File: config.mk
export PLATFORM = sky130hd
export DESIGN_NAME = clap_switch_rgb_controller
export DESIGN_NICKNAME = d
export VERILOG_FILES = /design/src/sv/csrgb_pkg.sv /design/src/sv/csrgb_apb_regs.sv /design/src/sv/clap_switch_rgb_controller.sv
export SDC_FILE = /design/constraint.sdc
export NUM_CORES = 1
export LEC_CHECK = 0
export ABC_AREA = 1
export BUFFER_PORTS_ARGS = -buffer_cell sky130_fd_sc_hd__buf_2
export CORE_MARGIN = 10
export CORE_UTILIZATION = 23
export DETAILED_ROUTE_END_ITERATION = 8
export GPL_ROUTABILITY_DRIVEN = 0
export RECOVER_POWER = 100
export SLEW_MARGIN = 20
export SYNTH_ARGS = -nofsm -noshare
export SYNTH_HDL_FRONTEND = slang
export SYNTH_SLANG_ARGS = --single-unit
export TNS_END_PERCENT = 10
File: constraint.sdc
create_clock -name clk -period 9.7 [get_ports clk]
set_clock_uncertainty 0.15 [all_clocks]
set_input_delay 1.455 -clock clk [delete_from_list [all_inputs] [get_ports clk]]
set_output_delay 1.455 -clock clk [all_outputs]
set_load 0.05 [all_outputs]
File: src/sv/csrgb_pkg.sv
`default_nettype none
package csrgb_pkg;

  // register indexes of the configuration port
  typedef enum logic [1:0] {
    REG_CLAP_THRESHOLD   = 2'd0,
    REG_SAMPLE_WINDOW_MS = 2'd1,
    REG_CLAP_WINDOW_MS   = 2'd2
  } reg_index_t;

  localparam int SampleWidth = 10;
  localparam int TimerWidth  = 16;
  localparam int ColorWidth  = 3;
  localparam int LevelWidth  = 8;

  localparam logic [SampleWidth-1:0] ThresholdReset    = 10'd920;
  localparam logic [TimerWidth-1:0]  SampleWindowReset = 16'd250;
  localparam logic [TimerWidth-1:0]  ClapWindowReset   = 16'd500;

  localparam logic [SampleWidth-1:0] SampleMax  = 10'd1023;
  localparam logic [ColorWidth-1:0]  LastColor  = 3'd6;
  localparam logic [1:0]             ClapsMax   = 2'd3;
  localparam logic [1:0]             ClapsOne   = 2'd1;
  localparam logic [1:0]             ClapsTwo   = 2'd2;

  // configuration as seen by the datapath
  typedef struct packed {
    logic [SampleWidth-1:0] clap_threshold;
    logic [TimerWidth-1:0]  sample_window_ms;
    logic [TimerWidth-1:0]  clap_window_ms;
  } cfg_t;

  typedef struct packed {
    logic [LevelWidth-1:0] red;
    logic [LevelWidth-1:0] green;
    logic [LevelWidth-1:0] blue;
  } rgb_t;

  // seven-color table, unused code drives white
  function automatic rgb_t palette(input logic [ColorWidth-1:0] idx);
    rgb_t c;
    case (idx)
      3'd0:    c = '{8'd255, 8'd255, 8'd255};
      3'd1:    c = '{8'd255, 8'd255, 8'd0};
      3'd2:    c = '{8'd255, 8'd0,   8'd0};
      3'd3:    c = '{8'd255, 8'd0,   8'd255};
      3'd4:    c = '{8'd0,   8'd255, 8'd255};
      3'd5:    c = '{8'd0,   8'd255, 8'd0};
      3'd6:    c = '{8'd0,   8'd0,   8'd255};
      default: c = '{8'd255, 8'd255, 8'd255};
    endcase
    return c;
  endfunction

endpackage
`default_nettype wire

File: src/sv/csrgb_apb_regs.sv
`default_nettype none
module csrgb_apb_regs (
  input  wire logic        clk,
  input  wire logic        rst,
  input  wire logic        psel,
  input  wire logic        penable,
  input  wire logic        pwrite,
  input  wire logic [3:0]  paddr,
  input  wire logic [31:0] pwdata,
  output logic [31:0]      prdata,
  output logic             pready,
  output csrgb_pkg::cfg_t  cfg
);
  import csrgb_pkg::*;

  logic       wr_en;
  reg_index_t idx;

  assign pready = 1'b1;
  assign wr_en  = psel && penable && pwrite;
  assign idx    = reg_index_t'(paddr[3:2]);

  // register writes
  always_ff @(posedge clk) begin
    if (rst) begin
      cfg.clap_threshold   <= ThresholdReset;
      cfg.sample_window_ms <= SampleWindowReset;
      cfg.clap_window_ms   <= ClapWindowReset;
    end else if (wr_en) begin
      case (idx)
        REG_CLAP_THRESHOLD:   cfg.clap_threshold   <= pwdata[SampleWidth-1:0];
        REG_SAMPLE_WINDOW_MS: cfg.sample_window_ms <= pwdata[TimerWidth-1:0];
        REG_CLAP_WINDOW_MS:   cfg.clap_window_ms   <= pwdata[TimerWidth-1:0];
        default: ;
      endcase
    end
  end

  // read back
  always_comb begin
    case (idx)
      REG_CLAP_THRESHOLD:   prdata = {{(32-SampleWidth){1'b0}}, cfg.clap_threshold};
      REG_SAMPLE_WINDOW_MS: prdata = {{(32-TimerWidth){1'b0}}, cfg.sample_window_ms};
      REG_CLAP_WINDOW_MS:   prdata = {{(32-TimerWidth){1'b0}}, cfg.clap_window_ms};
      default:              prdata = 32'd0;
    endcase
  end

endmodule
`default_nettype wire

File: src/sv/clap_switch_rgb_controller.sv
`default_nettype none
// Clap switch with RGB lamp. Each stream request carries a 10-bit microphone
// sample and a millisecond tick. Samples are gathered into a sampling window
// whose peak-to-peak value is compared with clap_threshold when the window
// closes; a larger value counts a clap. When the clap window expires, two
// claps toggle the lamp and one clap with the lamp on steps to the next of
// seven colors. One result request comes out for every input request. The
// block takes one request per cycle while the output side keeps up: a request
// is held in the input register, the state update and result are computed in
// one pass and land in the output register. Registers (APB, byte addresses):
// 0x0 clap_threshold, 0x4 sample_window_ms, 0x8 clap_window_ms.
module clap_switch_rgb_controller (
  input  wire logic        clk,
  input  wire logic        rst,
  // input stream
  input  wire logic        s_tvalid,
  output logic             s_tready,
  input  wire logic [15:0] s_tdata,   // sample[9:0], ms_tick[10], zero fill
  // result stream
  output logic             m_tvalid,
  input  wire logic        m_tready,
  output logic [39:0]      m_tdata,   // red_level[7:0], green_level[15:8],
                                      // blue_level[23:16], light_on[24],
                                      // color_index[27:25], peak_to_peak[37:28],
                                      // window_closed[38], clap_seen[39]
  // configuration
  input  wire logic        psel,
  input  wire logic        penable,
  input  wire logic        pwrite,
  input  wire logic [3:0]  paddr,
  input  wire logic [31:0] pwdata,
  output logic [31:0]      prdata,
  output logic             pready
);
  import csrgb_pkg::*;

  cfg_t cfg;

  csrgb_apb_regs u_regs (
    .clk     (clk),
    .rst     (rst),
    .psel    (psel),
    .penable (penable),
    .pwrite  (pwrite),
    .paddr   (paddr),
    .pwdata  (pwdata),
    .prdata  (prdata),
    .pready  (pready),
    .cfg     (cfg)
  );

  // input register
  logic                   in_valid;
  logic [SampleWidth-1:0] in_sample;
  logic                   in_tick;
  logic                   advance;

  assign advance  = in_valid && (!m_tvalid || m_tready);
  assign s_tready = !in_valid || advance;

  always_ff @(posedge clk) begin
    if (rst) begin
      in_valid <= 1'b0;
    end else if (s_tready) begin
      in_valid <= s_tvalid;
    end
  end

  always_ff @(posedge clk) begin
    if (s_tready && s_tvalid) begin
      in_sample <= s_tdata[SampleWidth-1:0];
      in_tick   <= s_tdata[SampleWidth];
    end
  end

  // detector state
  logic [TimerWidth-1:0]  sample_timer, sample_timer_next;
  logic [SampleWidth-1:0] window_max, window_max_next;
  logic [SampleWidth-1:0] window_min, window_min_next;
  logic                   window_has_sample, window_has_sample_next;
  logic [TimerWidth-1:0]  clap_timer, clap_timer_next;
  logic [1:0]             clap_count, clap_count_next;
  logic                   lamp_on, lamp_on_next;
  logic [ColorWidth-1:0]  current_color, current_color_next;
  logic [SampleWidth-1:0] last_p2p, last_p2p_next;

  logic [TimerWidth:0]    s_sum;
  logic [TimerWidth:0]    c_sum;
  logic                   closed;
  logic                   clap;

  // one pass over the state for the item in the input register
  always_comb begin
    s_sum = {1'b0, sample_timer} + {{TimerWidth{1'b0}}, in_tick};
    c_sum = {1'b0, clap_timer} + {{TimerWidth{1'b0}}, in_tick};
    closed = 1'b0;
    clap   = 1'b0;
    sample_timer_next      = sample_timer;
    window_max_next        = window_max;
    window_min_next        = window_min;
    window_has_sample_next = window_has_sample;
    clap_count_next        = clap_count;
    lamp_on_next           = lamp_on;
    current_color_next     = current_color;
    last_p2p_next          = last_p2p;

    // sampling window
    if (s_sum < {1'b0, cfg.sample_window_ms}) begin
      sample_timer_next = s_sum[TimerWidth-1:0];
      if (in_sample > window_max) window_max_next = in_sample;
      if (in_sample < window_min) window_min_next = in_sample;
      window_has_sample_next = 1'b1;
    end else begin
      closed = 1'b1;
      if (window_has_sample && window_max >= window_min) begin
        last_p2p_next = window_max - window_min;
      end else begin
        last_p2p_next = '0;
      end
      sample_timer_next      = '0;
      window_max_next        = '0;
      window_min_next        = SampleMax;
      window_has_sample_next = 1'b0;
      if (last_p2p_next > cfg.clap_threshold) begin
        clap = 1'b1;
        // first clap of a burst restarts the clap window
        if (clap_count == 2'd0) c_sum = '0;
        if (clap_count != ClapsMax) clap_count_next = clap_count + 2'd1;
      end
    end

    // clap window expiry
    if (c_sum > {1'b0, cfg.clap_window_ms}) begin
      clap_timer_next = '0;
      if (clap_count_next == ClapsTwo) begin
        lamp_on_next = !lamp_on;
      end else if (clap_count_next == ClapsOne && lamp_on) begin
        current_color_next = (current_color >= LastColor) ? '0 : current_color + 3'd1;
      end
      clap_count_next = '0;
    end else begin
      clap_timer_next = c_sum[TimerWidth-1:0];
    end
  end

  always_ff @(posedge clk) begin
    if (rst) begin
      sample_timer      <= '0;
      window_max        <= '0;
      window_min        <= SampleMax;
      window_has_sample <= 1'b0;
      clap_timer        <= '0;
      clap_count        <= '0;
      lamp_on           <= 1'b1;
      current_color     <= '0;
      last_p2p          <= '0;
    end else if (advance) begin
      sample_timer      <= sample_timer_next;
      window_max        <= window_max_next;
      window_min        <= window_min_next;
      window_has_sample <= window_has_sample_next;
      clap_timer        <= clap_timer_next;
      clap_count        <= clap_count_next;
      lamp_on           <= lamp_on_next;
      current_color     <= current_color_next;
      last_p2p          <= last_p2p_next;
    end
  end

  // result register
  rgb_t color;

  always_comb begin
    color = palette(current_color_next);
    if (!lamp_on_next) color = '0;
  end

  always_ff @(posedge clk) begin
    if (rst) begin
      m_tvalid <= 1'b0;
    end else if (advance) begin
      m_tvalid <= 1'b1;
    end else if (m_tready) begin
      m_tvalid <= 1'b0;
    end
  end

  always_ff @(posedge clk) begin
    if (advance) begin
      m_tdata <= {clap, closed, last_p2p_next, current_color_next, lamp_on_next,
                  color.blue, color.green, color.red};
    end
  end

endmodule
`default_nettype wire

## After elaboration in Yosys (flattened, before gate mapping)

Index checks and enable logic that the tools add are counted.

- Register bits: 164
- Logic and storage cells: 92

- $add $sub $neg: 5
- $lt $le $gt $ge: 7
- Equality and inequality tests: 13
- Muxes and demuxes: 29
- Reductions and logical operators: 19

Operators with widths:

| cell | number |
|---|---|
| one-hot mux 24 bit (6 select lines) | 1 |
| 2-to-1 mux 10 bit | 7 |
| 2-to-1 mux 17 bit | 3 |
| one-hot mux 16 bit (3 select lines) | 1 |
| adder 16 x 1 -> 17 bit | 2 |
| 2-to-1 mux 16 bit | 2 |
| greater-than comparator 10 bit | 2 |
| greater-than comparator 17 x 16 -> 1 bit | 1 |
| < comparator 17 x 16 -> 1 bit | 1 |
| 2-to-1 mux 3 bit | 4 |
| >= comparator 10 bit | 1 |
| < comparator 10 bit | 1 |
| AND reduction 2 bit | 5 |
| subtractor 10 bit | 1 |
| equality test 3 bit, second input constant | 3 |
| 2-to-1 mux 2 bit | 4 |
| 2-to-1 mux 1 bit | 7 |
| equality test 3 x 2 -> 1 bit, second input constant | 2 |
| logical AND 1 bit | 6 |
| equality test 2 x 1 -> 1 bit, second input constant | 2 |
| equality test 2 bit, second input constant | 2 |
| logical NOT 2 bit | 2 |
| inequality test 2 x 1 -> 1 bit, second input constant | 2 |
| adder 3 x 1 -> 3 bit, second input constant | 1 |
| other kinds (7) | 10 |

## Depth between registers and ports, before layout

Gate-level depths: netlist (run 1).

- Word-level depth: 14
- Mapped depth: 46
- Depth with buffers taken out: 45

## By module

From an unflattened synthesis (run 1), not the netlist that was laid out.

- Cell total of the unflattened synthesis: 1244
- Area total of the unflattened synthesis: 8972.4 um2

Modules (own cells, without submodules):

| module | times used | cells each | area each (um2) | sequential area each (um2) |
|---|---|---|---|---|
| clap_switch_rgb_controller | 1 | 928 | 6909.1 | 2322.2 |
| csrgb_apb_regs | 1 | 316 | 2063.2 | 840.8 |

## Worst setup path before layout (run 1)

Ideal clock, no wire load.

- Path type: flip-flop to flip-flop
- Start: reg window_max[0]
- End: reg m_tdata[15], data pin
- Data arrival time: 4580 ps
- Data required time: 9296 ps
- Path slack: 4716 ps
- Cell stages (with the launch flop): 44
- Buffers on the path: 1
- Cells stage by stage: dfxtp_1 inv_1 ha_1 inv_1 fa_1 nand3_1 nand2_1 nand2_1 nand3_1 nand2_1 nand2_1 a21o_1 nand2_2 a21oi_1 o21ai_0 inv_1 ha_1 nand2_1 (+8 left out) inv_1 ha_1 a21oi_1 nor2_1 nor3b_1 nand2_1 nand2_1 nand2_1 nand2_1 nand2_1 nand2_1 nand2_4 nand2_4 nand2_1 nand2_2 inv_1 a21oi_1 nor2_1

- Longest elaborated chain between the ends: 14
- Elaborated cells between the ends (all ways): 26
- Those cells by class: 1 x add/sub; 3 x order compare; 8 x eq/ne; 12 x mux; 2 x reduce/logical

Ends and longest elaborated chain:

| what | RTL line | source |
|---|---|---|
| start: declaration | clap_switch_rgb_controller.sv:78 | `logic [SampleWidth-1:0] window_max, window_max_next;` |
| start signal: assignment | clap_switch_rgb_controller.sv:159 | `window_max <= window_max_next;` |
| >= comparator 10 bit | clap_switch_rgb_controller.sv:115 | `if (window_has_sample && window_max >= window_min) begin` |
| logical AND 1 bit | clap_switch_rgb_controller.sv:115 |  |
| 2-to-1 mux 10 bit (*) | clap_switch_rgb_controller.sv:115 |  |
| 2-to-1 mux 10 bit (*) | clap_switch_rgb_controller.sv:108 | `if (s_sum < {1'b0, cfg.sample_window_ms}) begin` |
| greater-than comparator 10 bit (*) | clap_switch_rgb_controller.sv:124 | `if (last_p2p_next > cfg.clap_threshold) begin` |
| parallel branches: the longest is 6 deep, another holds greater-than comparator 17 x 16 -> 1 bit | n/a |  |
| 2-to-1 mux 3 bit (*) | clap_switch_rgb_controller.sv:133 | `if (c_sum > {1'b0, cfg.clap_window_ms}) begin` |
| via current_color_next[1] | clap_switch_rgb_controller.sv:84 | `logic [ColorWidth-1:0] current_color, current_color_next;` |
| equality test 3 bit, or another cell as far along | csrgb_pkg.sv:42 | `case (idx)` |
| one-hot mux 24 bit (6 select lines) (*) | csrgb_pkg.sv:42 |  |
| end signal: assignment | clap_switch_rgb_controller.sv:190 | `m_tdata <= {clap, closed, last_p2p_next, current_color_next, lamp_on_next,` |
| end: declaration | clap_switch_rgb_controller.sv:22 | `output logic [39:0] m_tdata,` |

Mark *: on every way through the listed nets, which the timed path passes. The select of a mux whose other input is x is not followed.
A chain may end at the register's enable or synchronous reset.

## Worst setup path after layout (run 1)

- Start: reg in_tick
- End: reg clap_timer[0]

- Longest elaborated chain between the ends: 6
- Elaborated cells between the ends (all ways): 8
- Those cells by class: 2 x add/sub; 2 x order compare; 4 x mux

Ends and longest elaborated chain:

| what | RTL line | source |
|---|---|---|
| start: declaration | clap_switch_rgb_controller.sv:55 | `logic in_tick;` |
| start signal: assignment | clap_switch_rgb_controller.sv:72 | `in_tick <= s_tdata[SampleWidth];` |
| parallel branches: the longest is 3 deep, another holds adder 16 x 1 -> 17 bit | n/a |  |
| 2-to-1 mux 17 bit (*) | clap_switch_rgb_controller.sv:108 |  |
| greater-than comparator 17 x 16 -> 1 bit | clap_switch_rgb_controller.sv:133 |  |
| 2-to-1 mux 16 bit (*) | clap_switch_rgb_controller.sv:133 |  |
| end signal: assignment | clap_switch_rgb_controller.sv:162 | `clap_timer <= clap_timer_next;` |
| end: declaration | clap_switch_rgb_controller.sv:81 | `logic [TimerWidth-1:0] clap_timer, clap_timer_next;` |

Every way passes the cells marked *.

==> results.sh, run 1 <==
export IMPL_synth_compound_area_share_pct=17.1
export IMPL_cts_buffers=17
export IMPL_wl_per_cell_um=13.8
export IMPL_max_freq_mhz=148
export IMPL_crit_cells=37
export IMPL_p_comb_share_pct=13.6
export IMPL_wl_um=22800
export IMPL_cpPeakStageDelay_ps=720
export IMPL_grt_pass1_wl_um=35600
export IMPL_nets=1309
export IMPL_setup_violations=0
export IMPL_pre_cts_ws_ps=3990
export IMPL_cts_buffer_depth=2
export IMPL_hold_viol=0
export IMPL_seq_area_um2=3160
export IMPL_timing_final_crit_share_pct=69.6
export IMPL_multi_input_area_um2=4370
export IMPL_startpoint="in_tick"
export IMPL_r2r_start="in_tick"
export IMPL_cts_root_buf="clkbuf_16"
export IMPL_crit_family="simple AND/OR/NAND/NOR gates"
export IMPL_drt_iter0_markers=406
export IMPL_hold_depth=2
export IMPL_power_density_nw_per_um2=155
export IMPL_hold_ws_ps=322
export IMPL_cts_clk_slew_worst_paths_ps=70
export IMPL_fin_crit_ps=6750
export IMPL_r2r_cells=37
export IMPL_pwr_share_seq_pct=42.9
export IMPL_die_w_um=214
export IMPL_cp_max_fo=23
export IMPL_cts_hold_buf=0
export IMPL_synth_edf_count=30
export IMPL_grt_max_degree=58
export IMPL_track_usage_pct=9.84
export IMPL_ant_nets=0
export IMPL_cts_sinks=143
export IMPL_violations="capacitance limit, slew limit"
export IMPL_tightest_slew_ps=3170
export IMPL_synthDistinctLibCells=49
export IMPL_slew_headroom_pct=-111
export IMPL_p_int_mw=1.03
export IMPL_async_flop_share_pct=0
export IMPL_p_leak_nw=4.22
export IMPL_p_sw_mw=0.481
export IMPL_yosys_area_share_simple_pct=20.4
export IMPL_r2r_setup_slack_ps=2950
export IMPL_synth_top_area_share_pct=26.2
export IMPL_ys_seq_area_share_pct=36.7
export IMPL_yosysTopAreaCell="dfxtp_1"
export IMPL_fp_coreArea_um2=36800
export IMPL_start_util_pct=23.4
export IMPL_ys_warn_count=0
export IMPL_dieHeight_um=214
export IMPL_worstSetupEndpoint="clap_timer[0]"
export IMPL_layout_common_cells="nand2_1, inv_1, dfxtp_1"
export IMPL_crit_required_ps=9730
export IMPL_ys_ff_latch=143
export IMPL_antenna_found_initial=1
export IMPL_post_cts_buffers=0
export IMPL_finalInstanceArea_um2=9710
export IMPL_peakVddDrop_uv=112
export IMPL_dp_hpwl_um=17300
export IMPL_drv_slew=244
export IMPL_crit_arrival_ps=6780
export IMPL_antenna_cells=0
export IMPL_synth_top_family_by_area="simple AND/OR/NAND/NOR gates"
export IMPL_cp_common_cell="nand2_1"
export IMPL_first_pass_iters=4
export IMPL_maxCapViolCount=5
export IMPL_clkLatencyLatePin_ps=430
export IMPL_grt_ovfl_total=0
export IMPL_muxShareOfSynthArea_pct=0
export IMPL_vias=7294
export IMPL_cp_slowest_cell="nand3_1"
export IMPL_critical_path_class="reg -> reg"
export IMPL_swShare_pct=31.9
export IMPL_clockPowerShare_pct=43.5
export IMPL_dp_cells=1622
export IMPL_drive_above_1_share_pct=8.94
export IMPL_final_common_cell="nand2_1"
export IMPL_setup_ws_ps=2950
export IMPL_critPathCaptureType="flop"
export IMPL_post_dp_cell_area_um2=9320
export IMPL_instances_no_fill=1654
export IMPL_area_delta_synth_final_pct=12.7
export IMPL_io_pins=134
export IMPL_cts_tree="yes"
export IMPL_cp_num_buf_inv=5
export IMPL_syn_area_per_cell_um2=7.73
export IMPL_crit_path_start_kind="flop"
export IMPL_grt_setup_unrepaired="false"
export IMPL_synth_main_ff_cell="dfxtp_1"
export IMPL_vias_per_cell=4.41
export IMPL_drcViolationCount=0
export IMPL_final_setup_tns_ps=0
export IMPL_htree_levels=4
export IMPL_rows=70
export IMPL_synthAdderAreaFrac_pct=11.3
export IMPL_synthTopCellsByArea="dfxtp_1, ha_1, edfxtp_1, nand2_1, inv_1"
export IMPL_first_global_vias=6903
export IMPL_status="complete, but fails checks"
export IMPL_die_area_um2=45600
export IMPL_min_path_type="reg -> reg"
export IMPL_synth_xor_area_share_pct=2.32
export IMPL_portBuffers=93
export IMPL_nFillCells=4041
export IMPL_syn_area_um2=8620
export IMPL_synth_cells=1115
export IMPL_r2r_end="clap_timer[0]"
export IMPL_ctsResizeCount=0
[worst min-delay path by stage]
| stage | end | from | slack (ps) |
|---|---|---|---|
| global route | clap_timer[0] | clap_timer[0] | 330 |
| global placement | sample_timer[3] | sample_timer[3] | 300 |
| detailed placement | clap_timer[0] | clap_timer[0] | 310 |
| CTS | clap_timer[0] | clap_timer[0] | 320 |
| floorplan | u_regs.cfg[16] | u_regs.cfg[16] | 290 |
| finish | clap_timer[0] | clap_timer[0] | 320 |
[Yosys cell counts, types with 20 or more instances]
| cell type | n |
|---|---|
| nand2_1 | 207 |
| inv_1 | 151 |
| dfxtp_1 | 113 |
| a21oi_1 | 107 |
| ha_1 | 76 |
| o21ai_0 | 73 |
| nor2_1 | 61 |
| nand3_1 | 49 |
| buf_4 | 38 |
| edfxtp_1 | 30 |
| clkbuf_1 | 29 |
| nand2_2 | 20 |
| o211ai_1 | 20 |
[cell families after synthesis]
family                     Yosys count
other                                2
adders and majority gates           77
AOI/OAI and AO/OA                  253
buffers and inverters              233
xor gates and xnor gates            22
DFF                                143
and+or+nand+nor                    385
[final cells by class]
cell class                 instances  share of cell area (%)
multi-input combinational        754                    45.0
inverter                         159                    6.17
clock buffer                      17                    4.38
tap                              468                    6.03
clock inverter                    15                    1.64
timing repair buffer              98                    4.25
sequential                       143                    32.6
[power groups by stage]
stage	clock network, mW	registers (mW)	logic, mW
floorplan	0	0.670	0.156
global placement	0	0.659	0.209
detailed placement	0	0.659	0.212
CTS	0.670	0.646	0.213
global route	0.698	0.649	0.226
finish	0.656	0.646	0.205
[metrics by stage]
| stage | total power [mW] | utilization [%] |
|---|---|---|
| floorplan | 0.825 | - |
| global placement | 0.868 | 25.3 |
| detailed placement | 0.872 | 25.3 |
| CTS | 1.53 | 26.9 |
| global route | 1.57 | 26.4 |
| finish | 1.51 | 26.4 |
[sequential cells by signal (all words and copies together), names as in the netlist]
| signal | flops |
|---|---|
| m_tvalid | 1 |
| current_color | 3 |
| clap_count | 2 |
| m_tdata | 19 |
| in_tick | 1 |
| window_min | 10 |
| clap_timer | 16 |
| sample_timer | 16 |
| window_has_sample | 1 |
| lamp_on | 1 |
| in_valid | 1 |
| last_p2p | 10 |
| u_regs.cfg | 42 |
| in_sample | 10 |
| window_max | 10 |
[worst reg2reg max path, delay by kind of cell (launching register included)]
kind	cells	cell delay [ps]
xor gates and xnor gates	1	170
AOI/OAI and AO/OA	2	230
DFF	1	460
adders and majority gates	3	830
buffers and inverters	5	830
and+or+nand+nor	26	3850
[per-layer routing]
layer | share of wire (%) | routed length [um] | up-vias | GRT usage (%)
met5 | 0.057 | 13 | - | 0
met4 | 2.9 | 665 | 2 | 4.77
met1 | 45 | 10200 | 3359 | 11.7
li1 | - | - | 3759 | -
met2 | 47 | 10700 | 144 | 16.5
met3 | 5.2 | 1180 | 30 | 2.18
(Power assumes the default switching activity.)
==> run 2, diff against run 1 <==
==> constraint.sdc (replaced) <==
create_clock -name clk -period 6.5 [get_ports clk]
set_clock_uncertainty 0.15 [all_clocks]
set_input_delay 0.975 -clock clk [delete_from_list [all_inputs] [get_ports clk]]
set_output_delay 0.975 -clock clk [all_outputs]
set_load 0.05 [all_outputs]
==> run 2 against run 1 <==
Compared with the run above: the flow still finishes with violations (capacitance limit, slew limit); hold slack worse by 3.0 ps; utilization is 0.14 points higher; sequential power is 49% higher; maximum frequency is 18% higher; power is 50% higher; combinational power is 49% higher; largest cell class unchanged.
==> results.sh, run 2 (synthesis results as in run 1) <==
export IMPL_post_cts_buffers=0
export IMPL_cp_common_cell="nand2_1"
export IMPL_layout_common_cells="nand2_1, inv_1, dfxtp_1"
export IMPL_ant_nets=0
export IMPL_cp_num_buf_inv=6
export IMPL_largest_reg_flops=42
export IMPL_timing_final_crit_share_pct=88.0
export IMPL_antenna_found_initial=2
export IMPL_drv_slew=112
export IMPL_htree_levels=4
export IMPL_area_delta_synth_final_pct=13.3
export IMPL_grt_use_met1_pct=11.7
export IMPL_wl_per_cell_um=13.6
export IMPL_slew_headroom_pct=-69.2
export IMPL_wl_um=22500
export IMPL_final_util_pct=26.5
export IMPL_hold_viol=0
export IMPL_grt_max_degree=58
export IMPL_clkLatencyLatePin_ps=430
export IMPL_dp_hpwl_um=17500
export IMPL_nets=1310
export IMPL_drive_above_1_share_pct=9.52
export IMPL_final_setup_tns_ps=0
export IMPL_power_density_nw_per_um2=231
export IMPL_gr_usage_met3_pct=2.19
export IMPL_maxCapViolCount=2
export IMPL_status="complete, but fails checks"
export IMPL_crit_required_ps=6530
export IMPL_tightest_slew_ps=2540
export IMPL_dieHeight_um=214
export IMPL_fin_crit_ps=5720
export IMPL_start_util_pct=23.4
export IMPL_critPathCaptureType="flop"
export IMPL_vias=7272
export IMPL_drcViolationCount=0
export IMPL_reg_top3="u_regs.cfg x42, m_tdata x19"
export IMPL_die_area_um2=45600
export IMPL_critical_path_class="reg -> reg"
export IMPL_rows=70
export IMPL_cp_slowest_cell="fa_1"
export IMPL_ctsResizeCount=0
export IMPL_setup_violations=0
export IMPL_cts_buffers=17
export IMPL_top_usage_layer="met2"
export IMPL_first_pass_iters=5
export IMPL_grt_setup_unrepaired="false"
export IMPL_cts_hold_buf=0
export IMPL_portBuffers=93
export IMPL_vias_per_cell=4.39
export IMPL_cts_buffer_depth=2
export IMPL_cpPeakStageDelay_ps=400
export IMPL_cts_sinks=143
export IMPL_drt_iter0_markers=386
export IMPL_crit_arrival_ps=5750
export IMPL_regMostFlops="u_regs.cfg"
export IMPL_p_leak_nw=4.24
export IMPL_cts_clk_slew_worst_paths_ps=70
export IMPL_grt_pass1_wl_um=36000
export IMPL_track_usage_pct=9.87
export IMPL_finalInstanceArea_um2=9770
export IMPL_violations="capacitance limit, slew limit"
export IMPL_peakVddDrop_uv=194
export IMPL_final_common_cell="nand2_1"
export IMPL_first_global_vias=7021
export IMPL_min_path_type="reg -> reg"
export IMPL_fp_coreArea_um2=36800
export IMPL_die_w_um=214
export IMPL_io_pins=134
export IMPL_crit_family="simple AND/OR/NAND/NOR gates"
export IMPL_nFillCells=4001
export IMPL_cp_max_fo=18
export IMPL_post_dp_cell_area_um2=9330
export IMPL_crit_path_start_kind="flop"
export IMPL_grtUsageMet2_pct=16.9
export IMPL_max_freq_mhz=175
export IMPL_grt_ovfl_total=0
export IMPL_cts_root_buf="clkbuf_16"
export IMPL_cts_tree="yes"
export IMPL_antenna_cells=0
==> run 2: cell types whose count changed in the layout (fill, tap and decap cells not counted), moves of 2 or more <==
cell / previous run / this run
nand2_1: 222 / 217
inv_6: 5 / 11
nand2_2: 9 / 11
nand2_4: 2 / 5
o21ai_0: 75 / 73
inv_8: 8 / 3
==> run 2: final cells by class <==
class	count	area, um^2	share of cell area [%]
multi-input cells	754	4410	45.2
flip-flops and latches	143	3160	32.4
inverters	159	599	6.14
well taps	468	586	6.00
clock buffers	17	425	4.36
repair buffers	99	420	4.30
clock inverters	15	160	1.64
==> run 2: metrics by stage <==
stage	power [mW]	hold slack [ps]	setup WS, ps	cells
6_report	2.25	319	782	1655
5_1_grt	2.35	345	96.5	1655
4_1_cts	2.29	321	725	1655
3_5_place_dp	1.30	311	737	1623
3_3_place_gp	1.30	304	800	1623
2_1_floorplan	1.23	292	1520	1130
==> run 2: final timing paths <==
| path | start | end | slack (ps) | cells after the start |
|---|---|---|---|---|
| hold / removal | clap_timer[0] | clap_timer[0] | 320 | 2 |
| setup reg to reg | window_max[0] | m_tdata[15] | 780 | 43 |
| hold reg to reg | clap_timer[0] | clap_timer[0] | 320 | 2 |
| setup / recovery | window_max[0] | m_tdata[15] | 780 | 43 |
==> run 2: worst register-to-register path: cells and delay by family (launching register included) <==
kind,cells,cell delay [ps]
and+or+nand+nor,28,2710
AOI/OAI and AO/OA,5,600
buffers and inverters,6,520
DFF,1,340
adders and majority gates,4,1140
==> run 2: layer usage <==
layer  up-vias  part of all wire (%)
met1      3333                    45
met4         2                   2.3
met2       149                    48
met5         -                 0.031
met3        27                   5.2
li1       3761                     -
==> run 2: power by group <==
part           total, mW  internal [mW]  switching, mW
clock network      0.984          0.548          0.436
logic              0.306         0.0710          0.235
registers          0.964          0.941         0.0228
